<file path="config.mk">
export PLATFORM = sky130hd
export DESIGN_NAME = actb_ram
export DESIGN_NICKNAME = d
export VERILOG_FILES = /design/src/rtl/actb_ram.sv
export SDC_FILE = /design/constraint.sdc
export NUM_CORES = 2
export LEC_CHECK = 0
export BUFFER_PORTS_ARGS = -buffer_cell sky130_fd_sc_hd__clkbuf_2
export CAP_MARGIN = 20
export CORE_MARGIN = 2
export CORE_UTILIZATION = 55
export CTS_BUF_LIST = sky130_fd_sc_hd__clkbuf_8
export CTS_CLUSTER_SIZE = 30
export DETAILED_ROUTE_END_ITERATION = 12
export PLACE_DENSITY_LB_ADDON = 0.15
export SLEW_MARGIN = 30
export SYNTH_ARGS = -nofsm -noshare
export SYNTH_HDL_FRONTEND = slang
export SYNTH_SLANG_ARGS = --single-unit
</file>
<file path="constraint.sdc">
create_clock -name clock -period 2.9 [get_ports clock]
set_input_delay 0.29 -clock clock [delete_from_list [all_inputs] [get_ports clock]]
set_output_delay 0.29 -clock clock [all_outputs]
set_load 0.005 [all_outputs]
</file>
<file path="src/rtl/actb_ram.sv">
// generic single-port-write synchronous ram with registered read
module actb_ram #(
   parameter int WIDTH = 8,
   parameter int DEPTH = 256
) (
   input  logic                     clock,
   input  logic                     wr_en,
   input  logic [$clog2(DEPTH)-1:0] wr_addr,
   input  logic [WIDTH-1:0]         wr_data,
   input  logic [$clog2(DEPTH)-1:0] rd_addr,
   output logic [WIDTH-1:0]         rd_data
);

   logic [WIDTH-1:0] mem_ff [DEPTH];

   // write port and registered read port
   always_ff @(posedge clock) begin
      if (wr_en) begin
         mem_ff[wr_addr] <= wr_data;
      end
      rd_data <= mem_ff[rd_addr];
   end

endmodule

</file>
==> results_dict.tcl <==
set metrics [dict create \
    crit_type "reg -> reg" \
    cts_setup_buffers 0 \
    synthDistinctLibCells 55 \
    first_pass_iters 10 \
    fmax_mhz 350 \
    syn_to_final_growth_pct 14.5 \
    grtUsageMet1_pct 38.9 \
    synth_most_common_cell "edfxtp_1" \
    syn_avg_cell_area_um2 21.3 \
    synth.top_cell.area_share_pct 77.3 \
    grtUsageTotal_pct 26.9 \
    yosys-top-cells-area "edfxtp_1, mux4_2, mux2i_1" \
    die_x_um 384 \
    routed_via_density 6.27 \
    syn_nets 3759 \
    cts.sinks 2056 \
    cts_made_buffers 341 \
    startpoint "mem_ff[235][6]" \
    r2r_cells 6 \
    drv_cap 0 \
    grt_max_degree 114 \
    yosys.area.top_type "edfxtp_1" \
    pin_count 34 \
    drt-total-wl_mm 196 \
    power_density_nw_per_um2 644 \
    synth_edf_count 2048 \
    r2r_slack_ps 40 \
    ys_seq_area_share_pct 77.5 \
    antenna_found_initial 17 \
    clockBufferDepth 4 \
    post_drt_wl_per_cell_um 30.1 \
    synth_seq_cells 2056 \
    ys.flop_type "edfxtp_1" \
    required_ps 3780 \
    layout.nets 4379 \
    netlist_instances 3733 \
    synthArstFlopShare_pct 0 \
    die_h_um 384 \
    switchingPower_mw 13.0 \
    finalWorstSetupSlack_ps 39.0 \
    cts_tree "done" \
    finalHoldViolCount 0 \
    p_leak_nw 29.6 \
    vias 40800 \
    cp-end-kind "flop" \
    hold_depth 5 \
    portBuffers 33 \
    fill_cells 9972 \
    cts.htree.levels 5 \
    timing.clock.skew_ps 80.1 \
    pwr-share-comb_pct 5.4 \
    ctsRootBufferMaster "clkbuf_8" \
    p_seq_share_pct 56.0 \
    drv_slew 0 \
    r2r_start "mem_ff[235][6]" \
    worst-path-max-fanout 2 \
    use_met3_pct 5.05 \
    drt_iter0_drc 4680 \
    timing.rr.end "rd_data[6]" \
    drive_gt1_share_pct 29.9 \
    ys_warn_count 0 \
    intPower_mw 45.7 \
    grt_overflow 0 \
    rsz0062_at_grt "no" \
    place_congestion 0.854 \
    clockPowerShare_pct 38.6 \
    syn-cell-area_um2 79600 \
    grt_busiest_layer "met2" \
    cp-start-kind "flop" \
    drc 4 \
    fp-row-count 139 \
    grtUsageMet2_pct 42.0 \
    peakVddDrop_mv 0.482 \
    insertion_delay_ps 1010 \
    grt_pass1_vias 41100 \
    violations "DRC" \
    dp_slack_ps -504 \
    finalCritPeriodShare_pct 98.7 \
    worst_slew_pin_slew_ps 1160 \
    clkTransAtPathRegs_ps 60 \
    hpwlAfterDp_mm 125 \
    initial_utilization_pct 55.4 \
    fin_util_pct 63.4 \
    crit_path_end "rd_data[6]" \
    grt_pass1_wl_mm 283 \
    status "complete, but fails checks" \
    hold_class "in -> reg" \
    maxSlewHeadroom_pct 21.9 \
    die-area_um2 148000 \
    p_sw_share_pct 22.1 \
    setup_viol 0 \
    post-route-min-period_ps 2860 \
    arrival_ps 3740 \
    core_area_um2 144000 \
    synth_common_cells "edfxtp_1, mux4_2, nor2_1" \
    antenna_left 0 \
]
[cell type report]
| class | instances | area [um^2] | area share (%) |
|---|---|---|---|
| multi-input combinational | 1442 | 16500 | 18.1 |
| inverter | 2 | 7.51 | 0.00824 |
| clock buffer | 352 | 4840 | 5.32 |
| timing repair buffer | 510 | 4610 | 5.06 |
| antenna | 6 | 15.0 | 0.0165 |
| sequential | 2056 | 61700 | 67.7 |
| clock inverter | 229 | 1090 | 1.19 |
| tap | 1903 | 2380 | 2.61 |
[worst min-delay path by stage]
stage | from | slack (ps) | end
2_1_floorplan | wr_data[0] | 390 | mem_ff[0][0]
3_3_place_gp | wr_data[3] | 690 | mem_ff[82][3]
3_5_place_dp | wr_data[3] | 700 | mem_ff[82][3]
4_1_cts | wr_addr[3] | 10 | mem_ff[173][1]
5_1_grt | wr_addr[3] | 60 | mem_ff[157][6]
6_report | wr_addr[3] | 120 | mem_ff[205][3]
[repair_timing]
action	4_1_cts	5_1_grt
hold endpoints to repair	1151	0
resized for setup	0	0
hold buffers	10	0
[placed cells by master, fill, tap and decap left out, types with 23 or more instances in the layout]
cell,instances
mux2i_1,134
nand3_1,34
o22ai_1,28
a21oi_1,96
buf_12,59
clkinv_2,28
nand2_1,33
o221ai_1,46
clkbuf_8,353
mux4_2,454
clkinv_1,83
nor2_1,278
nor2b_1,28
buf_4,410
a22oi_1,133
nor4_1,23
inv_1,106
edfxtp_1,2048
[critical path, cell delays in order, from the launching register on]
cell,delay (ps)
edfxtp_1,360
mux4_2,540
o311ai_0,320
o22ai_1,220
nor4_1,1010
buf_4,260
nor4_2,40
[power by group through the flow]
stage	clock [mW]	sequential [mW]	combinational (mW)
floorplan	0	33.4	1.59
global placement	0	33.5	3.13
detailed placement	0	33.5	3.16
CTS	23.1	32.8	3.18
global route	24.3	32.8	3.33
finish	22.6	32.8	3.16
[cells by family after synthesis]
family,share of synthesized area [%]
muxes,14.6
DFF,77.5
and+or+nand+nor,2.63
AOI/OAI and AO/OA,3.42
buffers and inverters,1.83
[state kept, by name, summed over array words and instances (netlist names)]
name and count:
mem_ff 2048, rd_data 8
[per-layer routing]
metal,wire length (um),vias to the layer above
met5,89,-
met4,5740,14
met3,16700,385
met2,94100,1972
met1,79200,21400
li1,-,17000
[metrics by stage]
| stage | area, um^2 | TNS (ps) | hold WS [ps] | std cells | power [mW] |
|---|---|---|---|---|---|
| finish | 91100 | 0 | 122 | 6500 | 58.6 |
| global route | 91100 | 0 | 55.3 | 6497 | 60.4 |
| CTS | 91100 | 0 | 14.8 | 6494 | 59.1 |
| detailed placement | 85100 | -1920 | 699 | 5903 | 36.6 |
| global placement | 85100 | -2590 | 694 | 5903 | 36.6 |
| floorplan | 79600 | 0 | 389 | 3733 | 35.0 |
Power figures use the tool's default switching activity.
